**src/design/tcw_pkg.sv**
```systemverilog
`default_nettype none

package tcw_pkg;

    localparam int CELL_ADDR_W = 16;

    localparam logic [2:0] OP_PUT_CUR  = 3'd0;
    localparam logic [2:0] OP_PUT_POS  = 3'd1;
    localparam logic [2:0] OP_SET_ATTR = 3'd2;
    localparam logic [2:0] OP_CLEAR    = 3'd3;
    localparam logic [2:0] OP_SCROLL   = 3'd4;
    localparam logic [2:0] OP_READ     = 3'd5;

    localparam logic [7:0] NEWLINE_CODE = 8'd10;
    localparam logic [7:0] SPACE_CODE   = 8'h20;
    localparam logic [7:0] RESET_ATTR   = 8'h0F;

    typedef enum logic [3:0] {
        K_PUT_CUR,
        K_NEWLINE,
        K_PUT_POS,
        K_POS_ERR,
        K_SET_ATTR,
        K_CLEAR,
        K_SCROLL,
        K_READ,
        K_NOP
    } t_kind;

    typedef struct packed {
        t_kind                  kind;
        logic [7:0]             char_code;
        logic [7:0]             attribute;
        logic [CELL_ADDR_W-1:0] addr;
    } t_cmd;

    typedef enum logic [2:0] {
        ST_INIT,
        ST_IDLE,
        ST_CLEAR,
        ST_SCROLL,
        ST_BLANK,
        ST_READ
    } t_state;

endpackage

`default_nettype wire

```
**src/design/tcw_queue.sv**
```systemverilog
`default_nettype none

module tcw_queue (
    input  wire logic           i_clk,
    input  wire logic           i_rst_n,
    input  wire logic           i_push,
    input  wire tcw_pkg::t_cmd  i_cmd,
    output logic                o_ready,
    output logic                o_valid,
    output tcw_pkg::t_cmd       o_cmd,
    input  wire logic           i_pop
);
    import tcw_pkg::*;

    t_cmd       r_slot [2];
    logic       r_wr_ptr;
    logic       r_rd_ptr;
    logic [1:0] r_count;
    logic [1:0] n_count;

    assign o_ready = (r_count != 2'd2);
    assign o_valid = (r_count != 2'd0);
    assign o_cmd   = r_slot[r_rd_ptr];

    always_comb begin
        n_count = r_count;
        if (i_push && !i_pop) begin
            n_count = r_count + 2'd1;
        end else if (!i_push && i_pop) begin
            n_count = r_count - 2'd1;
        end
    end

    always_ff @(posedge i_clk) begin
        if (!i_rst_n) begin
            r_wr_ptr <= 1'b0;
            r_rd_ptr <= 1'b0;
            r_count  <= 2'd0;
        end else begin
            r_count <= n_count;
            if (i_push) begin
                r_wr_ptr <= ~r_wr_ptr;
            end
            if (i_pop) begin
                r_rd_ptr <= ~r_rd_ptr;
            end
        end
    end

    always_ff @(posedge i_clk) begin
        if (i_push) begin
            r_slot[r_wr_ptr] <= i_cmd;
        end
    end

endmodule

`default_nettype wire

```
**config.mk**
```make
export PLATFORM = sky130hd
export DESIGN_NAME = tcw_queue
export DESIGN_NICKNAME = d
export VERILOG_FILES = /design/src/design/tcw_pkg.sv /design/src/design/tcw_queue.sv
export SDC_FILE = /design/constraint.sdc
export NUM_CORES = 1
export LEC_CHECK = 0
export BUFFER_PORTS_ARGS = -buffer_cell sky130_fd_sc_hd__buf_2
export CAP_MARGIN = 20
export CORE_MARGIN = 2
export CORE_UTILIZATION = 46
export CTS_BUF_LIST = sky130_fd_sc_hd__clkbuf_16
export DETAILED_ROUTE_END_ITERATION = 12
export GPL_TIMING_DRIVEN = 0
export PLACE_DENSITY = 0.74
export SYNTH_ARGS = -nofsm -noshare
export SYNTH_HDL_FRONTEND = slang
export SYNTH_SLANG_ARGS = --single-unit
```
**constraint.sdc**
```tcl
create_clock -name i_clk -period 2.5 [get_ports i_clk]
set_input_delay 0.5 -clock i_clk [delete_from_list [all_inputs] [get_ports i_clk]]
set_output_delay 0.5 -clock i_clk [all_outputs]
set_load 0.1 [all_outputs]
```
### Word level (Yosys, flattened, before mapping)

Memories as Yosys holds them, arrays and structs flattened. A register that Yosys moved wholly into a read port is not among the register bits.
Index checks and enable logic that the tools add are counted.

| storage, ports and cells | value |
|---|---|
| bits of input ports | 40 |
| memories | 1 |
| RAM bits | 72 |
| flip-flop bits (word level) | 4 |
| logic and storage cells | 21 |

Memory list:

| memory | depth | bits a word | rd ports | clocked after Yosys merged registers in | wr ports | line | source |
|---|---|---|---|---|---|---|---|
| r_slot | 2 | 36 | 1 | 1 | 1 | tcw_queue.sv:15 | `t_cmd r_slot [2];` |

| cells by class | value |
|---|---|
| bitwise operators | 2 |
| $add $sub $neg | 2 |
| reductions and logical operators | 6 |
| equality and inequality tests | 1 |
| muxes and demuxes | 6 |

Operators by type and width:

| kind | number |
|---|---|
| $mux W1 | 4 |
| $mux W2 | 2 |
| $reduce_bool A2 Y1 | 2 |
| $add A2 B1 Y2 const B | 1 |
| $logic_and A1 B1 Y1 | 2 |
| $logic_not A1 Y1 | 2 |
| $ne A2 B2 Y1 const B | 1 |
| $not A1 Y1 | 2 |
| $sub A2 B1 Y2 const B | 1 |

### Logic depth before layout (Yosys ltp)

| depth | value |
|---|---|
| depth after elaboration | 4 |
| gate-level depth with buffers | 5 |
| gate-level depth less buffers | 5 |

### Worst setup path before layout

No wires, ideal clock.

| timing | value |
|---|---|
| path type | input port to flip-flop |
| from | input i_push |
| to | memory r_slot[0][0] (netlist bit) (enable) |
| data arrival time | 2,149 ps |
| library setup time | 435 ps |
| path slack | -84 ps |
| cell stages on the path | 1 |
| data required time | 2,065 ps |
| cells stage by stage | nor2b_1 |

| on the way | value |
|---|---|
| cells in the longest elaborated chain, start to end | 2 |

RTL lines:

| element | line | source |
|---|---|---|
| from (decl) | tcw_queue.sv:6 | `input wire logic i_push,` |
| $mux W1 | tcw_queue.sv:51 | `if (i_push) begin` |
| $mux W1 (not written as such) | tcw_queue.sv:52 | `r_slot[r_wr_ptr] <= i_cmd;` |
| to (decl) | tcw_queue.sv:15 |  |

No other way between the ends.

==> results.md <==
* PwrDens at 974 nW/um^2
* Clock Pin Slew Worst Setup and Hold Paths at 0.06 ns
* First-pass GRT wire length at 6.65 mm
* HPWL after DPL at 3.03 mm
* Post-Syn Nets at 175
* Final hold slack at 0.363 ns
* CP Capture Type: primary output
* Port Buffers at 77
* Synth area leaders: edfxtp_1 (77%), mux2_1 (14%), dfxtp_1 (3.5%)
* Crit-path max FO at 10
* RePlAce Congestion at 0.656
* Buf/Inv on CP at 3
* CP endpoint: o_cmd[15]
* Status: finished clean
* CTS root buffer: clkbuf_16
* Crit path cell chain: buf_2, buf_6, mux2_1, buf_2
* Slew Limit Fails at 0
* Fin nets at 264
* Leakage at 1.41 nW
* Vias in the first global route at 1463
* Area Overhead vs Synth at 29.0%
* Sum Neg Setup Slack at 0 ns
* Hold WC Path Type: input port to flip-flop
* EDFF count, synth at 72
* Critical path start-end classification: flip-flop to primary output
* Post-layout min period at 2.20 ns
* Unique masters post-synth at 17
* I/O Pins at 78
* Post-synth top flop: edfxtp_1
* Clk_lat worst skew at 0.32 ns
* Wire length per cell at 14.9 um
* DRC at 0
* CTS Buffer Depth at 2
* CTS sink cnt at 77
* CP max stage cell: mux2_1
* Relative slew slack at 41.5%
* Finished Layout Cells at 302
* R2r endpoint: r_slot[1][21]$_DFFE_PP_
* Die H at 82.4 um
* Yosys Warn Count at 0
* Unrepaired setup endpoints after global routing: no
* Fin. Hold Viols at 0
* Post-CTS setup buffer count at 0
* Most numerous cell in the Yosys netlist: edfxtp_1
* Synth Register Bits at 77
* Number of vias per cell at 4.93
* Hold buffers post-CTS at 0
* Syn Inst Count at 134
* Peak VDD IR at 659 uV
* Family with the most delay on the worst path: buffers and inverters
* Antenna diodes at 0
* Initial DRC count at 60
* Final Core Density at 61.6%
* Final ANT Viol Nets at 0
* Critical path depth at 4
* Max Freq at 454 MHz
* Drt pass-1 iters at 4
* GRT Overall Usage at 14.1%
* Die X at 82.4 um
* Pin count of the biggest net entering global routing at 37
* Synth top area share at 76.5%
* Ys async rst share at 0%
* Place WS at 0.627 ns
* Initial antenna violation count at 0
* CP most frequent cell: buf_2
* Initial core utilization at 47.7%
* GRT overflow at 0
* Worst R2R Path Depth at 1
* Largest area contributor in the netlist: edfxtp_1
* Critical Path RT at 2.00 ns
* CP Launch Type: flip-flop
* Transition time of the tightest slew-check pin at 0.878 ns
* Max-Cap Viols at 0
* Average cell area after synthesis at 21.1 um^2
* Total Wirelength at 4.50 mm
* Reg2reg setup slack at 0.98 ns
* Synth cell count leaders: edfxtp_1 (72), mux2_1 (36), dfxtp_1 (5), and2_1 (4), buf_6 (3)
* Via Count at 1490
* Mapped Area at 2830 um^2
* Cts bufs inserted at 9
* H-tree Lvls at 3
* Resize count post-CTS at 0
* Crit path DAT at 1.70 ns
* Die area at 6780 um^2
* Seq/Total Area, Yosys at 80.1%
* CP peak stage delay at 0.34 ns
* Cells after DPL at 287
* Core ar. at 5920 um^2
* Clk_skew at 0.00378 ns
* Layout cell share with drive strength beyond 1 at 43.2%
* CTS tree: built
* Period utilization at 88.0%
* Final setup vio count at 0
* Worst setup margin at 0.300 ns
* R2r startpoint: r_wr_ptr$_SDFFE_PN0P_
* Num rows at 28
==> report_power, final <==
group | total [W] | switching [W] | leakage [nW] | internal (W)
Combinational | 0.000740 | 0.000601 | 0.542 | 0.000139
Clock | 0.00130 | 0.000447 | 0.152 | 0.000858
Sequential | 0.00151 | 0.0000185 | 0.717 | 0.00149
Total | 0.00355 | 0.00107 | 1.41 | 0.00249
==> placed cells by master (no fill, tap or decap) <==
cell type   n
buf_6       3
clkinv_1    1
xor2_1      2
nor2b_4     1
inv_1       1
dfxtp_1     5
nor2b_1     1
a21boi_1    1
mux2_1     36
edfxtp_1   72
clkinv_2    3
clkbuf_16   9
xnor2_1     1
and2_1      3
or2_1       1
o21ai_0     1
or3_1       1
and2_2      1
bufinv_16   2
buf_16      1
ha_1        1
buf_2      78
o21a_1      1
nand2b_1    1
==> metal layers <==
layer  global-route usage (%)  part of all wire [%]  up-vias
met4                     10.5                   2.9        0
met2                     24.2                    52       50
met3                     3.91                   5.1        9
li1                         -                     -      703
met1                     14.7                    40      728
met5                        0                     0        -
==> cells by family (layout without fill, tap and decap cells) <==
logic type                 Yosys count  after routing  synth area share (%)
adders and majority gates            1              1                 0.443
AOI/OAI and AO/OA                    3              3                 0.709
xor gates and xnor gates             3              3                 0.930
buffers and inverters                5             98                  1.51
DFF                                 77             77                  80.1
and+or+nand+nor                      9              9                  1.99
muxes                               36             36                  14.3
==> final cells by class <==
cell class / instances / area, um^2
inverters: 1 / 3.75
multi-input cells: 52 / 529
well taps: 75 / 93.8
flip-flops and latches: 77 / 2260
clock buffers: 9 / 225
plain buffers: 4 / 38.8
repair buffers: 78 / 413
fillers: 446 / 2280
clock inverters: 6 / 78.8
==> sequential cells by signal, summed over array words and instances (netlist names), named ones only <==
| signal | count |
|---|---|
| r_count | 2 |
| r_slot | 72 |
| r_wr_ptr | 1 |
| r_rd_ptr | 1 |
==> per-stage QoR <==
step | cell area, um^2 | power (W)
floorplan | 2830 | 0.00214
global placement | 3310 | 0.00226
detailed placement | 3340 | 0.00228
CTS | 3640 | 0.00359
global route | 3640 | 0.00368
finish | 3640 | 0.00355
==> how the worst min path moves through the flow <==
stage,cells past startpoint,to,startpoint,slack (ns)
floorplan,2,r_count[1]$_SDFFE_PN0P_,r_count[1]$_SDFFE_PN0P_,0.47
global placement,2,r_count[1]$_SDFFE_PN0P_,r_count[1]$_SDFFE_PN0P_,0.48
detailed placement,2,r_count[1]$_SDFFE_PN0P_,r_count[1]$_SDFFE_PN0P_,0.50
CTS,1,r_slot[1][11]$_DFFE_PP_,i_cmd[11],0.35
global route,1,r_slot[1][33]$_DFFE_PP_,i_cmd[33],0.35
finish,1,r_slot[0][9]$_DFFE_PP_,i_cmd[9],0.36
No activity file was read; power rests on OpenSTA's default activity.
