**src/design/tcw_pkg.sv**
```systemverilog
`default_nettype none

package tcw_pkg;

    localparam int CELL_ADDR_W = 16;

    localparam logic [2:0] OP_PUT_CUR  = 3'd0;
    localparam logic [2:0] OP_PUT_POS  = 3'd1;
    localparam logic [2:0] OP_SET_ATTR = 3'd2;
    localparam logic [2:0] OP_CLEAR    = 3'd3;
    localparam logic [2:0] OP_SCROLL   = 3'd4;
    localparam logic [2:0] OP_READ     = 3'd5;

    localparam logic [7:0] NEWLINE_CODE = 8'd10;
    localparam logic [7:0] SPACE_CODE   = 8'h20;
    localparam logic [7:0] RESET_ATTR   = 8'h0F;

    typedef enum logic [3:0] {
        K_PUT_CUR,
        K_NEWLINE,
        K_PUT_POS,
        K_POS_ERR,
        K_SET_ATTR,
        K_CLEAR,
        K_SCROLL,
        K_READ,
        K_NOP
    } t_kind;

    typedef struct packed {
        t_kind                  kind;
        logic [7:0]             char_code;
        logic [7:0]             attribute;
        logic [CELL_ADDR_W-1:0] addr;
    } t_cmd;

    typedef enum logic [2:0] {
        ST_INIT,
        ST_IDLE,
        ST_CLEAR,
        ST_SCROLL,
        ST_BLANK,
        ST_READ
    } t_state;

endpackage

`default_nettype wire

```
**src/design/tcw_if.sv**
```systemverilog
`default_nettype none

interface tcw_req_if;
    logic       valid;
    logic       ready;
    logic [2:0] operation;
    logic [7:0] char_code;
    logic [7:0] attribute;
    logic [7:0] column;
    logic [7:0] row;

    modport source (output valid, operation, char_code, attribute, column, row,
                    input ready);
    modport sink   (input valid, operation, char_code, attribute, column, row,
                    output ready);
endinterface


`default_nettype wire

```
**src/design/tcw_front.sv**
```systemverilog
`default_nettype none

module tcw_front #(
    parameter int COLUMNS = 80,
    parameter int ROWS    = 25
) (
    tcw_req_if.sink       i_req,
    input  wire logic     i_q_ready,
    output logic          o_push,
    output tcw_pkg::t_cmd o_cmd
);
    import tcw_pkg::*;

    logic in_range;

    assign in_range = (i_req.column < 8'(COLUMNS)) && (i_req.row < 8'(ROWS));

    assign i_req.ready = i_q_ready;
    assign o_push      = i_req.valid && i_q_ready;

    always_comb begin
        o_cmd.char_code = i_req.char_code;
        o_cmd.attribute = i_req.attribute;
        o_cmd.addr      = CELL_ADDR_W'(i_req.row) * CELL_ADDR_W'(COLUMNS)
                        + CELL_ADDR_W'(i_req.column);
        case (i_req.operation)
            OP_PUT_CUR: begin
                o_cmd.kind = (i_req.char_code == NEWLINE_CODE) ? K_NEWLINE : K_PUT_CUR;
            end
            OP_PUT_POS: begin
                o_cmd.kind = in_range ? K_PUT_POS : K_POS_ERR;
            end
            OP_SET_ATTR: begin
                o_cmd.kind = K_SET_ATTR;
            end
            OP_CLEAR: begin
                o_cmd.kind = K_CLEAR;
            end
            OP_SCROLL: begin
                o_cmd.kind = K_SCROLL;
            end
            OP_READ: begin
                o_cmd.kind = in_range ? K_READ : K_POS_ERR;
            end
            default: begin
                o_cmd.kind = K_NOP;
            end
        endcase
    end

endmodule

`default_nettype wire

```
**src/flat_wrapper.sv**
```systemverilog
// flat-port wrapper written by rule: the top's interface ports become plain ports
module tcw_front_flat import tcw_pkg::*;
#(
    parameter int COLUMNS = 80,
    parameter int ROWS    = 25
)
  (i_q_ready, o_push, o_cmd, i_req_valid, i_req_operation, i_req_char_code, i_req_attribute, i_req_column, i_req_row, i_req_ready);
  tcw_req_if i_req_i ();
  input  wire logic i_q_ready;
  output logic o_push;
  output tcw_pkg::t_cmd o_cmd;
  input wire logic [$bits(i_req_i.valid)-1:0] i_req_valid;
  input wire logic [$bits(i_req_i.operation)-1:0] i_req_operation;
  input wire logic [$bits(i_req_i.char_code)-1:0] i_req_char_code;
  input wire logic [$bits(i_req_i.attribute)-1:0] i_req_attribute;
  input wire logic [$bits(i_req_i.column)-1:0] i_req_column;
  input wire logic [$bits(i_req_i.row)-1:0] i_req_row;
  output wire logic [$bits(i_req_i.ready)-1:0] i_req_ready;
  assign i_req_i.valid = i_req_valid;
  assign i_req_i.operation = i_req_operation;
  assign i_req_i.char_code = i_req_char_code;
  assign i_req_i.attribute = i_req_attribute;
  assign i_req_i.column = i_req_column;
  assign i_req_i.row = i_req_row;
  assign i_req_ready = i_req_i.ready;
  tcw_front #(.COLUMNS(COLUMNS), .ROWS(ROWS)) u_core (.i_req(i_req_i), .i_q_ready(i_q_ready), .o_push(o_push), .o_cmd(o_cmd));
endmodule
```
**config.mk**
```make
export PLATFORM = sky130hd
export DESIGN_NAME = tcw_front_flat
export DESIGN_NICKNAME = d
export VERILOG_FILES = /design/src/design/tcw_pkg.sv /design/src/design/tcw_if.sv /design/src/design/tcw_front.sv /design/src/flat_wrapper.sv
export SDC_FILE = /design/constraint.sdc
export NUM_CORES = 1
export LEC_CHECK = 0
export BUFFER_PORTS_ARGS = -buffer_cell sky130_fd_sc_hd__buf_2
export CELL_PAD_IN_SITES_DETAIL_PLACEMENT = 2
export CELL_PAD_IN_SITES_GLOBAL_PLACEMENT = 2
export CORE_MARGIN = 5
export CORE_UTILIZATION = 22
export DETAILED_ROUTE_END_ITERATION = 8
export MAX_ROUTING_LAYER = met4
export PLACE_DENSITY = 0.95
export SYNTH_ARGS = -nofsm -noshare
export SYNTH_HDL_FRONTEND = slang
export SYNTH_SLANG_ARGS = --single-unit
```
**constraint.sdc**
```tcl
create_clock -name vclk -period 4.8
set_input_delay 0.48 -clock vclk [all_inputs]
set_output_delay 0.48 -clock vclk [all_outputs]
set_load 0.02 [all_outputs]
```
[Yosys cells after proc, flatten, opt, wreduce, memory -nomap -nowiden]
Cells that the tools add are included.
Storage, ports and cells
  register bits: 0
  bits of input ports: 37
  output and inout bits: 38
  word-level logic and storage cells: 17
Cells by class
  add/subtract/negate cells: 1
  multipliers: 1
  order comparisons: 2
  equal/unequal tests: 6
  multiplexer cells: 4
  reduce and logical (&&, ||, !) cells: 3
Operators by type and width (number)
  case mux 4 bit (6 select lines): 1
  adder 15 x 8 -> 16 bit: 1
  multiplier 8 x 3 -> 11 bit (second input constant): 1
  == test 8 x 4 -> 1 bit (second input constant): 1
  < comparator 8 x 5 -> 1 bit (second input constant): 1
  < comparator 8 x 7 -> 1 bit (second input constant): 1
  == test 3 x 2 -> 1 bit (second input constant): 2
  == test 3 bit (second input constant): 2
  == test 3 x 1 -> 1 bit (second input constant): 1
  logical NOT 3 bit: 1
  two-way mux 3 bit: 1
  logical AND 1 bit: 2
  two-way mux 1 bit: 2

[Logic depth before layout (Yosys ltp)]
  word-level depth: 4
  gate-level depth with buffers: 8
  mapped depth without buffers: 8

[Worst setup path before layout]
Ideal clock, no wire load.
  kind: input port to output port
  start: input port i_req_row[1]
  end: output port o_cmd[13] in the netlist's numbering
  data arrival time: 2.641 ns
  required time: 4.320 ns
  setup slack: 1.679 ns
  stages on the path: 8
  buffers on the path: 0
  path through: ha_1 ha_1 fa_1 xor2_2 nand2_1 nor4b_1 nand3_1 xnor2_1
RTL lines
  start: declaration: line flat_wrapper.sv:17  | input wire logic [$bits(i_req_i.row)-1:0] i_req_row;
  end: declaration: line flat_wrapper.sv:11  | output tcw_pkg::t_cmd o_cmd;

==> impl_metrics.csv <==
group,metric,value,unit
critical_path,crit_type,"in2out",
layout,ant_diodes,0,
layout,n_sequential_cell,0,
power,power.clock.fraction,0,%
status,status,"finished clean",
route,wire_per_inst,13.80,um
place,place_hpwl,2603,um
die,design.portCount,75,
critical_path,worst_path_max_fanout,4,
synth,avgSynthCellArea,7.858,sq um
place,placement.setup.worst_slack,1223,ps
sta,setup_tns,0,ps
clock_network,cts_setup_buffers,0,
critical_path,worst-path-stages,10,
power,peak_supply_drop,0.00003947,V
place,dpl.cell_count,205,
synth,postSynthNetCount,180,
sta,fin_crit_period,3526,ps
sta,timing.fmax,283.6,MHz
critical_path,critical-path-top-delay-family,"adder cells",
die,initial_utilization,22.56,%
die,die_area,5901,sq um
critical_path,path_cells,"buf_2, ha_1, ha_1, fa_1, a211oi_1, nor2_1, o311ai_0, nand4_1, nand3_1, buf_2",
die,floorplan.core_area,4354,sq um
route,drcViolationCount,0,
critical_path,critical_path.max_stage_delay,550,ps
synth,synth.distinct_cells,35,
power,share_comb_of_total_power,100.0,%
route,first_pass_iters,3,
sta,final-setup-viol-count,0,
route,detail-route-antenna-nets,0,
grt,antenna_found_initial,0,
sta,grt_setup_unrepaired,"false",
die,die_y,76.82,um
power,power.static_leakage,0.5598,nW
synth,postSynthCellCount,125,
layout,clock_buffer_count,0,
layout,area.sequential,0,sq um
sta,hold_ws,960.0,ps
clock_network,cts.hold.buffers_added,0,
layout,finalNonFillerCells,205,
critical_path,startpoint_type,"input port",
layout,drive_gt1_share,39.22,%
place,io_buffer_count,50,
synth,synth.yosys.warnings,0,
sta,final_max_slew_viols,0,
route,via_count_of_the_routed_design,1019,
die,row_count,24,
power,switching_power,0.0001298,W
sta,hold_viol,0,
grt,grt.overflow.total,0,
place,detailed_place.area,1132,sq um
critical_path,end_kind,"output pin",
route,avgViaCountPerCell,4.971,
place,gp_routability_congestion,0.7357,
critical_path,worstPathRequired,4320,ps
power,internal_power,0.00008336,W
sta,worst-slew-pin-transition,571.4,ps
power,power.sequential.fraction,0,%
critical_path,worstPathBufferInverterCount,2,
synth,synthesis.area,982.2,sq um
sta,period_share,73.47,%
power,cellPowerDensity,188.2,nW/um^2
layout,synthToLayoutAreaGrowth,15.29,%
synth,seq_area_frac_synth,0,%
die,die_x,76.82,um
power,net_switching_share_of_the_total_power,60.89,%
layout,final_cell_mix,"sky130_fd_sc_hd__buf_2 (50), sky130_fd_sc_hd__ha_1 (16), sky130_fd_sc_hd__inv_1 (7), sky130_fd_sc_hd__nor2_1 (7)",
route,totalWireLength,2829,um
clock_network,post_cts_resize_count,0,
grt,global_route_wire_length_before_repair,4864,um
critical_path,critical-path-slowest-cell,"sky130_fd_sc_hd__o311ai_0",
grt,maximum_number_of_pins_on_one_net_before_global_route_repair,9,
run,drv_cap,0,
layout,finish.net_count,210,
route,drt_iter0_drc,35,
sta,final_critical_path_setup_slack,1274,ps
critical_path,worst_ep_arrival_time,3050,ps
layout,final_cell_area,1132,sq um
hold_path,timing.hold.worst.class,"in2out",
layout,most_common_cell_after_layout_fill_and_taps_aside,"sky130_fd_sc_hd__buf_2",
grt,global_route.usage.total,9.454,%
sta,relSlewSlack,61.42,%
grt,grt_pass1_vias,1100,
hold_path,whs_path_depth,0,
-- through the flow --
stage | total power, W | utilization (%)
finish | 0.0002131 | 26.01
global route | 0.0002363 | 26.01
CTS | 0.0002185 | 26.01
detailed placement | 0.0002171 | 26.01
global placement | 0.0002118 | 26.01
floorplan | 0.0001685 | -
-- cells in the mapped netlist, drive strengths merged (4+ instances only) --
master / instances / area [sq um]
a21oi: 4 / 20.02
buf: 22 / 165.2
ha: 16 / 200.2
inv: 7 / 26.28
nand2: 4 / 15.01
nand3: 4 / 20.02
nand4: 4 / 25.02
nor2: 7 / 26.28
o21ai: 6 / 30.03
o311ai: 4 / 42.55
or2: 4 / 25.02
xnor2: 6 / 52.55
xor2: 4 / 42.55
-- kinds of logic after synthesis --
| group | count (synthesis) | share of synthesized area [%] |
|---|---|---|
| AO/OA/AOI/OAI | 29 | 22.80 |
| XOR/XNOR | 10 | 9.682 |
| other | 1 | 0.3818 |
| AND/OR/NAND/NOR | 38 | 23.18 |
| buffers and inverters | 29 | 19.49 |
| adder cells (fa/ha/maj) | 18 | 24.46 |
-- power groups by stage --
stage	logic (W)	clock network, W	registers, W
2_1_floorplan	0.000169	0	0
3_3_place_gp	0.000212	0	0
3_5_place_dp	0.000217	0	0
4_1_cts	0.000219	0	0
5_1_grt	0.000236	0	0
6_report	0.000213	0	0
-- final timing paths --
| path | endpoint | from |
|---|---|---|
| worst max-delay path | o_cmd[14] | i_req_row[1] |
| worst min-delay path | o_cmd[0] | i_req_column[0] |
-- per-layer routing --
metal,up-vias,track usage [%],wire length (um)
met5,-,-,0
met4,0,0.3497,5
met3,2,2.810,292
met2,38,17.91,1429
met1,488,10.10,1102
li1,491,-,-
-- final cells by class --
cell class / instances / area [sq um]
Fill cell: 550 / 3222
Inverter: 7 / 26.28
Multi-Input combinational cell: 96 / 790.8
Tap cell: 52 / 65.06
Timing Repair Buffer: 50 / 250.2
(Power assumes the default switching activity.)
